[src/rtl/bcps_pkg.sv]
`default_nettype none

package bcps_pkg;

  // Register indexes on the configuration port
  localparam int unsigned CfgIdxW = 3;
  localparam logic [CfgIdxW-1:0] CFG_LEVEL_MAX   = 3'd0;
  localparam logic [CfgIdxW-1:0] CFG_LEVEL_MID   = 3'd1;
  localparam logic [CfgIdxW-1:0] CFG_LEVEL_LOW   = 3'd2;
  localparam logic [CfgIdxW-1:0] CFG_LEVEL_DIM   = 3'd3;
  localparam logic [CfgIdxW-1:0] CFG_ADAPTIVE_ON = 3'd4;
  localparam logic [CfgIdxW-1:0] CFG_POWER_LO    = 3'd5;
  localparam logic [CfgIdxW-1:0] CFG_POWER_HI    = 3'd6;
  localparam logic [CfgIdxW-1:0] CFG_VARIANT     = 3'd7;
  localparam int unsigned CfgDataW = 64;

  // Reset values of the registers
  localparam logic [10:0] RST_LEVEL_MAX = 11'd1441;
  localparam logic [10:0] RST_LEVEL_MID = 11'd784;
  localparam logic [10:0] RST_LEVEL_LOW = 11'd16;
  localparam logic [10:0] RST_LEVEL_DIM = 11'd16;

  // Segment breakpoints and spans
  localparam logic [7:0] BP_UPPER  = 8'd150;
  localparam logic [7:0] BP_MIDDLE = 8'd30;
  localparam logic [7:0] BP_LOWER  = 8'd20;
  localparam logic [7:0] CUTOFF    = 8'd40;
  localparam logic [6:0] SPAN_UPPER  = 7'd105;
  localparam logic [6:0] SPAN_MIDDLE = 7'd120;
  localparam logic [6:0] SPAN_LOWER  = 7'd10;

  // Reciprocals for the segment divide: floor(2^RECIP_SHIFT / span)
  localparam int unsigned RECIP_SHIFT = 24;
  localparam logic [20:0] RECIP_UPPER  = 21'((64'd1 << RECIP_SHIFT) / 105);
  localparam logic [20:0] RECIP_MIDDLE = 21'((64'd1 << RECIP_SHIFT) / 120);
  localparam logic [20:0] RECIP_LOWER  = 21'((64'd1 << RECIP_SHIFT) / 10);

  // Value clamp and duty reduction
  localparam logic [13:0] VALUE_CLAMP = 14'd1600;
  localparam logic [13:0] VALUE_FLOOR = 14'd16;
  localparam logic [6:0]  DUTY_FULL   = 7'd100;
  localparam logic [6:0]  DUTY_MIN    = 7'd1;

  // Divide by 100 through floor(2^16/100)
  localparam logic [9:0]  RECIP_100 = 10'd655;
  localparam logic [15:0] PCT       = 16'd100;

  // Write words and addresses
  localparam logic [15:0] WORD_FIXED    = 16'hC000;
  localparam logic [15:0] WORD_ADAPTIVE = 16'h5000;
  localparam logic [7:0]  ADDR_BANK     = 8'h00;
  localparam logic [7:0]  ADDR_PWM_NEW  = 8'hB6;
  localparam logic [7:0]  ADDR_PWM_OLD  = 8'hB4;
  localparam logic [7:0]  ADDR_CMT_NEW  = 8'hFF;
  localparam logic [7:0]  ADDR_CMT_OLD  = 8'h28;
  localparam logic [7:0]  ADDR_TBL_NEW  = 8'h79;
  localparam logic [7:0]  ADDR_TBL_OLD  = 8'h76;
  localparam logic [7:0]  TBL_SHORT_MIN = 8'd4;
  localparam logic [2:0]  TBL_LAST_IDX  = 3'd4;

  // Write counts per request, as last step index
  localparam logic [2:0] LAST_STEP_FULL  = 3'd7;
  localparam logic [2:0] LAST_STEP_PLAIN = 3'd2;

  typedef struct packed {
    logic [10:0] level_max;
    logic [10:0] level_mid;
    logic [10:0] level_low;
    logic [10:0] level_dim;
    logic        adaptive_on;
    logic [63:0] power_lo;
    logic [7:0]  power_hi;
    logic        variant;
  } cfg_t;

  // Classified request handed from front to back
  typedef struct packed {
    logic        full;   // table writes follow
    logic [6:0]  duty;
    logic [15:0] word;   // PWM word
  } item_t;

  // One register write
  typedef struct packed {
    logic [7:0]  addr;
    logic [15:0] data;
    logic        last;
  } wr_t;

  typedef enum logic [1:0] {
    SEG_UPPER,
    SEG_MIDDLE,
    SEG_LOWER,
    SEG_FLAT
  } seg_e;

  typedef enum logic [1:0] {
    WK_BANK,
    WK_TABLE,
    WK_PWM,
    WK_COMMIT
  } wkind_e;

  // Power table entry k (0..8)
  function automatic logic [7:0] power_entry(cfg_t c, logic [3:0] k);
    logic [7:0] e;
    if (k[3]) begin
      e = c.power_hi;
    end else begin
      e = c.power_lo[{k[2:0], 3'b000} +: 8];
    end
    return e;
  endfunction

  // x / 100 for x up to 25500: reciprocal estimate and one correction
  function automatic logic [7:0] div100(logic [14:0] x);
    logic [24:0] p;
    logic [7:0]  q0;
    logic [15:0] qs;
    logic [14:0] r;
    p  = 25'(x) * 25'(RECIP_100);
    q0 = p[23:16];
    qs = 16'(q0) * PCT;
    r  = x - qs[14:0];
    return (r >= PCT[14:0]) ? q0 + 8'd1 : q0;
  endfunction

endpackage

`default_nettype wire

[src/rtl/bcps_fifo.sv]
`default_nettype none

module bcps_fifo #(
  parameter int unsigned DataWidth = 8,
  parameter int unsigned Depth     = 2
) (
  input  wire logic                         clk_i,
  input  wire logic                         rst_ni,
  input  wire logic                         push_i,
  input  wire logic [DataWidth-1:0]         wdata_i,
  input  wire logic                         pop_i,
  output logic      [DataWidth-1:0]         rdata_o,
  output logic                              full_o,
  output logic                              empty_o,
  output logic      [$clog2(Depth+1)-1:0]   count_o
);

  localparam int unsigned PtrW = (Depth > 1) ? $clog2(Depth) : 1;
  localparam int unsigned CntW = $clog2(Depth + 1);

  logic [DataWidth-1:0] mem_q [Depth];
  logic [PtrW-1:0]      wr_ptr_q, wr_ptr_d, rd_ptr_q, rd_ptr_d;
  logic [CntW-1:0]      cnt_q, cnt_d;
  logic                 do_push, do_pop;

  assign full_o  = (cnt_q == CntW'(Depth));
  assign empty_o = (cnt_q == '0);
  assign count_o = cnt_q;
  assign rdata_o = mem_q[rd_ptr_q];

  assign do_push = push_i && !full_o;
  assign do_pop  = pop_i && !empty_o;

  // pointer wrap and fill count
  always_comb begin
    wr_ptr_d = wr_ptr_q;
    rd_ptr_d = rd_ptr_q;
    cnt_d    = cnt_q;
    if (do_push) begin
      wr_ptr_d = (wr_ptr_q == PtrW'(Depth - 1)) ? '0 : wr_ptr_q + 1'b1;
    end
    if (do_pop) begin
      rd_ptr_d = (rd_ptr_q == PtrW'(Depth - 1)) ? '0 : rd_ptr_q + 1'b1;
    end
    if (do_push && !do_pop) begin
      cnt_d = cnt_q + 1'b1;
    end else if (do_pop && !do_push) begin
      cnt_d = cnt_q - 1'b1;
    end
  end

  always_ff @(posedge clk_i or negedge rst_ni) begin
    if (!rst_ni) begin
      wr_ptr_q <= '0;
      rd_ptr_q <= '0;
      cnt_q    <= '0;
    end else begin
      wr_ptr_q <= wr_ptr_d;
      rd_ptr_q <= rd_ptr_d;
      cnt_q    <= cnt_d;
    end
  end

  // storage
  always_ff @(posedge clk_i) begin
    if (do_push) begin
      mem_q[wr_ptr_q] <= wdata_i;
    end
  end

endmodule

`default_nettype wire

[src/rtl/bcps_front.sv]
`default_nettype none

module bcps_front (
  input  wire logic           clk_i,
  input  wire logic           rst_ni,
  input  wire bcps_pkg::cfg_t cfg_i,
  input  wire logic           push_i,
  output logic                full_o,
  input  wire logic [7:0]     brightness_i,
  output bcps_pkg::item_t     item_o,
  output logic                item_push_o,
  input  wire logic           item_full_i
);

  import bcps_pkg::*;

  localparam int unsigned Stages = 7;

  logic [Stages-1:0] vld_q, vld_d;
  logic              adv, accept;

  // stage 1: segment select
  seg_e        s1_seg_d, s1_seg_q;
  logic [6:0]  s1_pos_d, s1_pos_q;
  logic [10:0] s1_absd_d, s1_absd_q;
  logic        s1_neg_d, s1_neg_q;
  logic [10:0] s1_lo_d, s1_lo_q;
  logic        s1_zero_q, s1_gt40_q;
  logic [10:0] hi, lo;
  logic [11:0] diff;
  // stage 2: magnitude of the product
  logic [17:0] s2_mag_q;
  seg_e        s2_seg_q;
  logic        s2_neg_q, s2_zero_q, s2_gt40_q;
  logic [10:0] s2_lo_q;
  // stage 3: reciprocal product
  logic [38:0] s3_prod_q;
  logic [20:0] recip;
  logic [17:0] s3_mag_q;
  seg_e        s3_seg_q;
  logic        s3_neg_q, s3_zero_q, s3_gt40_q;
  logic [10:0] s3_lo_q;
  // stage 4: corrected quotient
  logic [6:0]  span;
  logic [14:0] q0;
  logic [21:0] qs;
  logic [17:0] rem;
  logic [11:0] q_d, s4_q_q;
  logic        s4_neg_q, s4_zero_q, s4_gt40_q;
  logic [10:0] s4_lo_q;
  // stage 5: value, clamp, duty
  logic [13:0] val;
  logic [6:0]  duty_d, s5_duty_q;
  logic        s5_gt40_q;
  // stage 6: products for the table check
  logic [14:0] s6_p3_q, s6_p7_q;
  logic [6:0]  s6_duty_q;
  logic        s6_gt40_q;
  // stage 7: classification
  logic [7:0]  s3v, s7v;
  item_t       s7_item_q, item_d;

  // whole pipeline moves unless the last word cannot leave
  assign adv    = !vld_q[Stages-1] || !item_full_i;
  assign full_o = !adv;
  assign accept = push_i && adv;

  always_comb begin
    vld_d = vld_q;
    if (adv) begin
      vld_d = {vld_q[Stages-2:0], accept};
    end
  end

  always_ff @(posedge clk_i or negedge rst_ni) begin
    if (!rst_ni) begin
      vld_q <= '0;
    end else begin
      vld_q <= vld_d;
    end
  end

  // segment and anchors for the incoming level
  always_comb begin
    if (brightness_i >= BP_UPPER) begin
      s1_seg_d = SEG_UPPER;
      s1_pos_d = 7'(brightness_i - BP_UPPER);
      hi       = cfg_i.level_max;
      lo       = cfg_i.level_mid;
    end else if (brightness_i >= BP_MIDDLE) begin
      s1_seg_d = SEG_MIDDLE;
      s1_pos_d = 7'(brightness_i - BP_MIDDLE);
      hi       = cfg_i.level_mid;
      lo       = cfg_i.level_low;
    end else if (brightness_i >= BP_LOWER) begin
      s1_seg_d = SEG_LOWER;
      s1_pos_d = 7'(brightness_i - BP_LOWER);
      hi       = cfg_i.level_low;
      lo       = cfg_i.level_dim;
    end else begin
      s1_seg_d = SEG_FLAT;
      s1_pos_d = '0;
      hi       = cfg_i.level_dim;
      lo       = cfg_i.level_dim;
    end
    diff      = {1'b0, hi} - {1'b0, lo};
    s1_neg_d  = diff[11];
    s1_absd_d = diff[11] ? 11'(-diff) : diff[10:0];
    s1_lo_d   = lo;
  end

  // reciprocal and span per segment
  always_comb begin
    case (s3_seg_q)
      SEG_UPPER:  span = SPAN_UPPER;
      SEG_MIDDLE: span = SPAN_MIDDLE;
      default:    span = SPAN_LOWER;
    endcase
    case (s2_seg_q)
      SEG_UPPER:  recip = RECIP_UPPER;
      SEG_MIDDLE: recip = RECIP_MIDDLE;
      default:    recip = RECIP_LOWER;
    endcase
  end

  // quotient estimate is low by at most one
  always_comb begin
    q0  = s3_prod_q[38:RECIP_SHIFT];
    qs  = 22'(q0) * 22'(span);
    rem = s3_mag_q - qs[17:0];
    q_d = (rem >= 18'(span)) ? 12'(q0 + 15'd1) : q0[11:0];
  end

  // value, clamp and duty
  always_comb begin
    val = s4_neg_q ? ({3'b000, s4_lo_q} - {2'b00, s4_q_q})
                   : ({3'b000, s4_lo_q} + {2'b00, s4_q_q});
    if (s4_zero_q) begin
      duty_d = '0;
    end else if (val[13]) begin
      duty_d = DUTY_MIN;
    end else if (val > VALUE_CLAMP) begin
      duty_d = DUTY_FULL;
    end else if (val < VALUE_FLOOR) begin
      duty_d = DUTY_MIN;
    end else begin
      duty_d = val[10:4];
    end
  end

  // path choice
  always_comb begin
    s3v = div100(s6_p3_q);
    s7v = div100(s6_p7_q);
    item_d.duty = s6_duty_q;
    if (!s6_gt40_q || !cfg_i.adaptive_on) begin
      item_d.full = 1'b0;
      item_d.word = WORD_FIXED | 16'(s6_duty_q);
    end else if (s7v < TBL_SHORT_MIN) begin
      item_d.full = 1'b0;
      item_d.word = WORD_FIXED | 16'((s3v == '0) ? 8'd1 : s3v);
    end else begin
      item_d.full = 1'b1;
      item_d.word = WORD_ADAPTIVE | {5'b00000, s6_duty_q, 4'b0000};
    end
  end

  always_ff @(posedge clk_i) begin
    if (adv) begin
      s1_seg_q  <= s1_seg_d;
      s1_pos_q  <= s1_pos_d;
      s1_absd_q <= s1_absd_d;
      s1_neg_q  <= s1_neg_d;
      s1_lo_q   <= s1_lo_d;
      s1_zero_q <= (brightness_i == '0);
      s1_gt40_q <= (brightness_i > CUTOFF);

      s2_mag_q  <= 18'(s1_pos_q) * 18'(s1_absd_q);
      s2_seg_q  <= s1_seg_q;
      s2_neg_q  <= s1_neg_q;
      s2_zero_q <= s1_zero_q;
      s2_gt40_q <= s1_gt40_q;
      s2_lo_q   <= s1_lo_q;

      s3_prod_q <= 39'(s2_mag_q) * 39'(recip);
      s3_mag_q  <= s2_mag_q;
      s3_seg_q  <= s2_seg_q;
      s3_neg_q  <= s2_neg_q;
      s3_zero_q <= s2_zero_q;
      s3_gt40_q <= s2_gt40_q;
      s3_lo_q   <= s2_lo_q;

      s4_q_q    <= q_d;
      s4_neg_q  <= s3_neg_q;
      s4_zero_q <= s3_zero_q;
      s4_gt40_q <= s3_gt40_q;
      s4_lo_q   <= s3_lo_q;

      s5_duty_q <= duty_d;
      s5_gt40_q <= s4_gt40_q;

      s6_p3_q   <= 15'(power_entry(cfg_i, 4'd3)) * 15'(s5_duty_q);
      s6_p7_q   <= 15'(power_entry(cfg_i, 4'd7)) * 15'(s5_duty_q);
      s6_duty_q <= s5_duty_q;
      s6_gt40_q <= s5_gt40_q;

      s7_item_q <= item_d;
    end
  end

  assign item_o      = s7_item_q;
  assign item_push_o = vld_q[Stages-1] && adv;

endmodule

`default_nettype wire

[src/rtl/bcps_back.sv]
`default_nettype none

module bcps_back #(
  parameter int unsigned OutDepth = 4
) (
  input  wire logic                            clk_i,
  input  wire logic                            rst_ni,
  input  wire bcps_pkg::cfg_t                  cfg_i,
  input  wire bcps_pkg::item_t                 item_i,
  input  wire logic                            item_empty_i,
  output logic                                 item_pop_o,
  input  wire logic [$clog2(OutDepth+1)-1:0]   out_count_i,
  output bcps_pkg::wr_t                        wr_o,
  output logic                                 wr_push_o
);

  import bcps_pkg::*;

  localparam int unsigned CntW  = $clog2(OutDepth + 1);
  localparam int unsigned UsedW = CntW + 1;

  // sequencer
  logic        busy_q, busy_d;
  logic [2:0]  step_q, step_d;
  item_t       cur_q, cur_d;
  logic        issue, last_step, load;
  logic [UsedW-1:0] used;

  // issue stage
  wkind_e      kind;
  logic [2:0]  tidx;
  // stage 1
  logic        v1_q;
  wkind_e      k1_q;
  logic [2:0]  t1_q;
  logic        l1_q;
  logic [6:0]  duty1_q;
  logic [15:0] word1_q;
  logic [3:0]  ea, eb;
  // stage 2
  logic        v2_q;
  wkind_e      k2_q;
  logic [2:0]  t2_q;
  logic        l2_q;
  logic [15:0] word2_q;
  logic [14:0] pa_q, pb_q;
  logic [7:0]  sa, sb;
  wr_t         wr_d;

  // output space for everything in flight plus this write
  assign used  = UsedW'(out_count_i) + UsedW'(v1_q) + UsedW'(v2_q);
  assign issue = busy_q && (used < UsedW'(OutDepth));
  assign last_step = cur_q.full ? (step_q == LAST_STEP_FULL) : (step_q == LAST_STEP_PLAIN);
  assign load  = (!busy_q || (issue && last_step)) && !item_empty_i;
  assign item_pop_o = load;

  always_comb begin
    busy_d = busy_q;
    step_d = step_q;
    cur_d  = cur_q;
    if (load) begin
      busy_d = 1'b1;
      step_d = '0;
      cur_d  = item_i;
    end else if (issue) begin
      busy_d = !last_step;
      step_d = step_q + 3'd1;
    end
  end

  always_ff @(posedge clk_i or negedge rst_ni) begin
    if (!rst_ni) begin
      busy_q <= 1'b0;
      step_q <= '0;
      v1_q   <= 1'b0;
      v2_q   <= 1'b0;
    end else begin
      busy_q <= busy_d;
      step_q <= step_d;
      v1_q   <= issue;
      v2_q   <= v1_q;
    end
  end

  always_ff @(posedge clk_i) begin
    cur_q <= cur_d;
  end

  // step to write kind
  always_comb begin
    tidx = 3'(step_q - 3'd1);
    if (cur_q.full) begin
      case (step_q)
        3'd0:                                kind = WK_BANK;
        3'd1, 3'd2, 3'd3, 3'd4, 3'd5:         kind = WK_TABLE;
        3'd6:                                kind = WK_PWM;
        default:                             kind = WK_COMMIT;
      endcase
    end else begin
      case (step_q)
        3'd0:    kind = WK_BANK;
        3'd1:    kind = WK_PWM;
        default: kind = WK_COMMIT;
      endcase
    end
  end

  // stage 1: entry pair times duty
  assign ea = {t1_q, 1'b0};
  assign eb = {t1_q, 1'b1};

  always_ff @(posedge clk_i) begin
    k1_q    <= kind;
    t1_q    <= tidx;
    l1_q    <= last_step;
    duty1_q <= cur_q.duty;
    word1_q <= cur_q.word;

    k2_q    <= k1_q;
    t2_q    <= t1_q;
    l2_q    <= l1_q;
    word2_q <= word1_q;
    pa_q    <= 15'(power_entry(cfg_i, ea)) * 15'(duty1_q);
    pb_q    <= (t1_q == TBL_LAST_IDX) ? '0 : 15'(power_entry(cfg_i, eb)) * 15'(duty1_q);
  end

  // stage 2: scale and form the write
  always_comb begin
    sa = div100(pa_q);
    sb = div100(pb_q);
    wr_d.last = l2_q;
    unique case (k2_q)
      WK_BANK: begin
        wr_d.addr = ADDR_BANK;
        wr_d.data = {15'd0, cfg_i.variant};
      end
      WK_TABLE: begin
        wr_d.addr = (cfg_i.variant ? ADDR_TBL_NEW : ADDR_TBL_OLD) + 8'(t2_q);
        wr_d.data = {sa, sb};
      end
      WK_PWM: begin
        wr_d.addr = cfg_i.variant ? ADDR_PWM_NEW : ADDR_PWM_OLD;
        wr_d.data = word2_q;
      end
      default: begin
        wr_d.addr = cfg_i.variant ? ADDR_CMT_NEW : ADDR_CMT_OLD;
        wr_d.data = '0;
      end
    endcase
  end

  assign wr_o      = wr_d;
  assign wr_push_o = v2_q;

endmodule

`default_nettype wire

[src/rtl/backlight_cabc_pwm_sequencer.sv]
`default_nettype none

// Brightness to PWM register-write sequencer. Each brightness word pushed in
// becomes a run of register writes (address, data, last flag) popped from
// the result side: three writes on the plain path or when the scaled power
// table is too small, eight when the power table is written. The back end
// issues one write per cycle while the result queue has room, and a waiting
// request follows the previous one with no gap. The front end maps a
// brightness to a duty in a seven-stage pipeline (segment select, multiply,
// reciprocal divide, clamp, table check) and accepts one word per cycle
// while its hand-off queue has room; a request's writes then pass the
// hand-off queue and the back end before they reach the result ports.
// Configuration writes take effect at once and belong to idle periods only.
module backlight_cabc_pwm_sequencer #(
  parameter int unsigned ItemDepth = 2,
  parameter int unsigned OutDepth  = 4
) (
  input  wire logic                                  clk_i,
  input  wire logic                                  rst_ni,
  // configuration
  input  wire logic                                  cfg_we_i,
  input  wire logic [bcps_pkg::CfgIdxW-1:0]          cfg_idx_i,
  input  wire logic [bcps_pkg::CfgDataW-1:0]         cfg_data_i,
  // requests
  input  wire logic                                  push,
  output logic                                       full,
  input  wire logic [7:0]                            brightness_i,
  // writes
  output logic                                       empty,
  input  wire logic                                  pop,
  output logic [7:0]                                 reg_addr_o,
  output logic [15:0]                                reg_data_o,
  output logic                                       last_write_o
);

  import bcps_pkg::*;

  cfg_t  cfg_q;
  item_t item_w, item_rd;
  logic  item_push, item_full, item_empty, item_pop;
  wr_t   wr_w, wr_rd;
  logic  wr_push;
  logic [$clog2(OutDepth+1)-1:0] out_count;

  // configuration registers
  always_ff @(posedge clk_i or negedge rst_ni) begin
    if (!rst_ni) begin
      cfg_q.level_max   <= RST_LEVEL_MAX;
      cfg_q.level_mid   <= RST_LEVEL_MID;
      cfg_q.level_low   <= RST_LEVEL_LOW;
      cfg_q.level_dim   <= RST_LEVEL_DIM;
      cfg_q.adaptive_on <= 1'b1;
      cfg_q.power_lo    <= '0;
      cfg_q.power_hi    <= '0;
      cfg_q.variant     <= 1'b1;
    end else if (cfg_we_i) begin
      unique case (cfg_idx_i)
        CFG_LEVEL_MAX:   cfg_q.level_max   <= cfg_data_i[10:0];
        CFG_LEVEL_MID:   cfg_q.level_mid   <= cfg_data_i[10:0];
        CFG_LEVEL_LOW:   cfg_q.level_low   <= cfg_data_i[10:0];
        CFG_LEVEL_DIM:   cfg_q.level_dim   <= cfg_data_i[10:0];
        CFG_ADAPTIVE_ON: cfg_q.adaptive_on <= cfg_data_i[0];
        CFG_POWER_LO:    cfg_q.power_lo    <= cfg_data_i;
        CFG_POWER_HI:    cfg_q.power_hi    <= cfg_data_i[7:0];
        CFG_VARIANT:     cfg_q.variant     <= cfg_data_i[0];
        default: ;
      endcase
    end
  end

  // duty pipeline and path choice
  bcps_front u_front (
    .clk_i        (clk_i),
    .rst_ni       (rst_ni),
    .cfg_i        (cfg_q),
    .push_i       (push),
    .full_o       (full),
    .brightness_i (brightness_i),
    .item_o       (item_w),
    .item_push_o  (item_push),
    .item_full_i  (item_full)
  );

  // hand-off between front and back
  bcps_fifo #(
    .DataWidth ($bits(item_t)),
    .Depth     (ItemDepth)
  ) u_item_q (
    .clk_i   (clk_i),
    .rst_ni  (rst_ni),
    .push_i  (item_push),
    .wdata_i (item_w),
    .pop_i   (item_pop),
    .rdata_o (item_rd),
    .full_o  (item_full),
    .empty_o (item_empty),
    .count_o ()
  );

  // write sequencer
  bcps_back #(
    .OutDepth (OutDepth)
  ) u_back (
    .clk_i        (clk_i),
    .rst_ni       (rst_ni),
    .cfg_i        (cfg_q),
    .item_i       (item_rd),
    .item_empty_i (item_empty),
    .item_pop_o   (item_pop),
    .out_count_i  (out_count),
    .wr_o         (wr_w),
    .wr_push_o    (wr_push)
  );

  // result queue
  bcps_fifo #(
    .DataWidth ($bits(wr_t)),
    .Depth     (OutDepth)
  ) u_wr_q (
    .clk_i   (clk_i),
    .rst_ni  (rst_ni),
    .push_i  (wr_push),
    .wdata_i (wr_w),
    .pop_i   (pop),
    .rdata_o (wr_rd),
    .full_o  (),
    .empty_o (empty),
    .count_o (out_count)
  );

  assign reg_addr_o   = wr_rd.addr;
  assign reg_data_o   = wr_rd.data;
  assign last_write_o = wr_rd.last;

endmodule

`default_nettype wire

[config.mk]
export PLATFORM = sky130hd
export DESIGN_NAME = backlight_cabc_pwm_sequencer
export DESIGN_NICKNAME = d
export VERILOG_FILES = /design/src/rtl/bcps_pkg.sv /design/src/rtl/bcps_fifo.sv /design/src/rtl/bcps_front.sv /design/src/rtl/bcps_back.sv /design/src/rtl/backlight_cabc_pwm_sequencer.sv
export SDC_FILE = /design/constraint.sdc
export NUM_CORES = 2
export LEC_CHECK = 0
export ABC_CLOCK_PERIOD_IN_PS = 13020
export BUFFER_PORTS_ARGS = -buffer_cell sky130_fd_sc_hd__buf_2
export CAP_MARGIN = 20
export CORE_MARGIN = 2
export CORE_UTILIZATION = 53
export DETAILED_ROUTE_END_ITERATION = 12
export GPL_TIMING_DRIVEN = 0
export PLACE_DENSITY_LB_ADDON = 0.08
export SETUP_SLACK_MARGIN = 0.05
export SLEW_MARGIN = 20
export SYNTH_ARGS = -nofsm -noshare
export SYNTH_HDL_FRONTEND = slang
export SYNTH_SLANG_ARGS = --single-unit
[constraint.sdc]
create_clock -name clk_i -period 13.02 [get_ports clk_i]
set_input_delay 0.651 -clock clk_i [delete_from_list [all_inputs] [get_ports clk_i]]
set_output_delay 0.651 -clock clk_i [all_outputs]
set_load 0.02 [all_outputs]
==> impl_metrics.ini <==
[sta]
finalSetupViolations = 0
rsz0062_at_grt = false
finClkSkew_ps = 20.5
fin_crit_sh = 0.913
layout_min_cycle_time_ps = 11880
finalHoldViolations = 0
worstMarginPinSlew_ps = 1150
setup_tns_ps = 0
maxSlewHeadroom = 0.233
final_max_slew_viol_count = 0
fmax_mhz = 84.2

[placement]
post-dp-hpwl_um = 111000
port_buffers = 105
routabilityCongestion = 0.891

[cts]
htreeDepth = 3
clock-sinks = 586
root_buffer = clkbuf_16
cts_resized = 0
postCtsSetupRepairBufs = 0
insertion_delay_ps = 640
hold_buffers = 0
clock_path_buffers = 3
clkTransAtPathRegs_ps = 60
cts_buffers = 68
cts_tree = done

[worst_setup_path]
cp.arrival_ps = 12240
required_ps = 13370
critPathMaxFanout = 10
criticalPathCategory = flop to flop
start_kind = flop
crit_family = compound AO/OA/AOI/OAI gates
critPathCaptureType = flop
cp_slowest_cell = edfxtp_1
cp_num_buf_inv = 6
rrSetupSlack_ps = 1140
max_stage_delay_ps = 730
critPathMostFrequentCell = inv_1

[global_route]
grt_overflow = 0
use_met3 = 0.0347
antenna_found_initial = 10
grt_busiest_layer = met2
grt_use_met1 = 0.344
grt_pass1_wl_um = 219000
grt_pass1_vias = 40500
grt_max_degree = 82
grt_util_met2 = 0.393
grt_use_total = 0.242

[die]
die_y_um = 340
ios = 107
initial_utilization = 0.533
die_width_um = 340
rows = 123
core_um2 = 112000
die_area_um2 = 115000

[detailed_routing]
firstDrtPassIters = 5
wire_per_inst_um = 18.4
drc = 0
drt_iter0_drc = 2082
dr_total_vias = 38700
totalWireLength_um = 134000
routed_via_density = 5.30
ant_nets = 0

[final_layout]
syn2layout_area_growth_pct = 8.51
fillers = 9792
nets = 7388
drive_above_1_share = 0.0802

[logic_synthesis]
yosys_warnings = 0
ys_seq_elements = 586
ys_dominant_reg_cell = edfxtp_1
syn-instance-count = 5545
syn_area_um2 = 59700
synth-edff-count = 369
ys_seq_area_frac = 0.271
ys_async_sr_fraction = 0.242
syn_area_per_cell_um2 = 10.8
yosysUniqueCellTypes = 95

[min_path]
hold_class = input port to async pin

[flow_run]
cap_violations = 0

[status]
status = complete, no violations
-- flip-flops by register name, indices dropped and copies added, names as in the netlist, 11 cells and up --
signal	flops
cfg_q	118
u_wr_q.mem_q	100
u_item_q.mem_q	40
u_back.cur_q	20
u_front.item_o	20
u_front.s2_mag_q	18
u_front.s3_mag_q	18
u_back.pa_q	15
u_back.pb_q	15
u_front.s3_prod_q	15
u_front.s6_p3_q	15
u_front.s6_p7_q	15
u_back.word1_q	13
u_back.word2_q	13
u_front.s4_q_q	12
u_front.s1_absd_q	11
u_front.s1_lo_q	11
u_front.s2_lo_q	11
u_front.s3_lo_q	11
u_front.s4_lo_q	11
-- logic make-up (layout without fill, tap and decap cells) --
group,Yosys count,after routing,share of synthesized area
compound gates,635,635,0.0683
xor+xnor,274,274,0.0405
fa+ha+maj,1571,1571,0.407
buf+inv,1165,1415,0.0734
flops,586,586,0.271
mux,213,213,0.0474
other cells,1,7,0.0000628
simple gates,1100,1100,0.0926
-- stage by stage --
step,utilization,hold WS [ps],instance area [um^2],worst slack [ps],std cells
finish,0.578,20.1,64700,1140,7301
global route,0.578,42.2,64700,513,7298
CTS,0.578,14.3,64700,1220,7296
detailed placement,0.557,312,62400,1240,7170
global placement,0.554,312,62100,1460,7151
floorplan,-,310,59700,3170,5546
-- cells in the final DEF, fill, tap and decap left out, drive strengths merged, types with 10 or more instances in the layout --
cell    netlist  routed
or3          14      14
nor4         17      17
and2        188     188
dfrtp       130     130
a211oi       15      15
o31ai        10      10
a21oi       178     178
buf           7     131
mux2i        29      29
nand2       382     382
nor2b        88      88
nand4        24      24
mux2        143     143
inv        1064    1072
o21bai       56      56
and3         27      27
edfxtp      369     369
a21o         63      63
nor2        160     160
o21ai       161     161
clkinv        0      15
nand2b       58      58
mux4         41      41
a31oi        19      19
ha          949     949
xor2         66      66
fa          619     619
dfstp        12      12
xnor2       207     207
nor3         42      42
a21boi       20      20
clkbuf       94     189
o211ai       10      10
dfxtp        75      75
nand3        48      48
o21a         25      25
-- synthesized netlist by cell type (58+ instances only) --
master,instances,area [um^2]
and2_1,188,1180
xnor2_1,207,1810
nand2b_1,58,363
a21oi_1,178,891
a21o_1,63,473
dfxtp_1,75,1500
nand2_1,382,1430
inv_1,1062,3990
edfxtp_1,369,11100
dfrtp_1,130,3250
clkbuf_1,94,353
mux2_2,142,1600
fa_1,619,12400
xor2_1,66,578
nor2_1,160,601
ha_1,949,11900
nor2b_1,88,551
o21ai_0,149,746
-- worst paths after layout --
kind / startpoint / endpoint / cells past startpoint
worst max-delay path: u_front.s6_p3_q[9]$_DFFE_PN_ / u_front.item_o[0]$_DFFE_PN_ / 40
worst min-delay path: rst_ni / cfg_q[95]$_DFFE_PN0P_ / 2
worst max register to register: u_front.s6_p3_q[9]$_DFFE_PN_ / u_front.item_o[0]$_DFFE_PN_ / 40
worst min register to register: u_back.word1_q[4]$_DFF_P_ / u_back.word2_q[4]$_DFF_P_ / 0
max in group asynchronous: rst_ni / cfg_q[0]$_DFFE_PN1P_ / 3
min in group clk_i: push / u_front.vld_q[0]$_DFFE_PN0N_ / 3
-- cell type report --
class	instances	area (um^2)	area share
plain buffers	101	388	0.00599
flip-flops and latches	586	16200	0.249
clock buffers	95	1970	0.0304
multi-input cells	3795	39200	0.605
clock inverters	31	367	0.00566
inverters	1064	3990	0.0617
well taps	1500	1880	0.0290
repair buffers	124	828	0.0128
diodes	5	12.5	0.000193
-- metal layers --
layer	vias to the layer above	wire, um
met5	-	38
met4	6	2890
met3	154	6520
met2	701	62000
met1	19100	62900
li1	18700	-
Power is left out: the tool's default activity adds up to more than one toggle a clock period on the data nets, which glitch-free logic cannot reach.
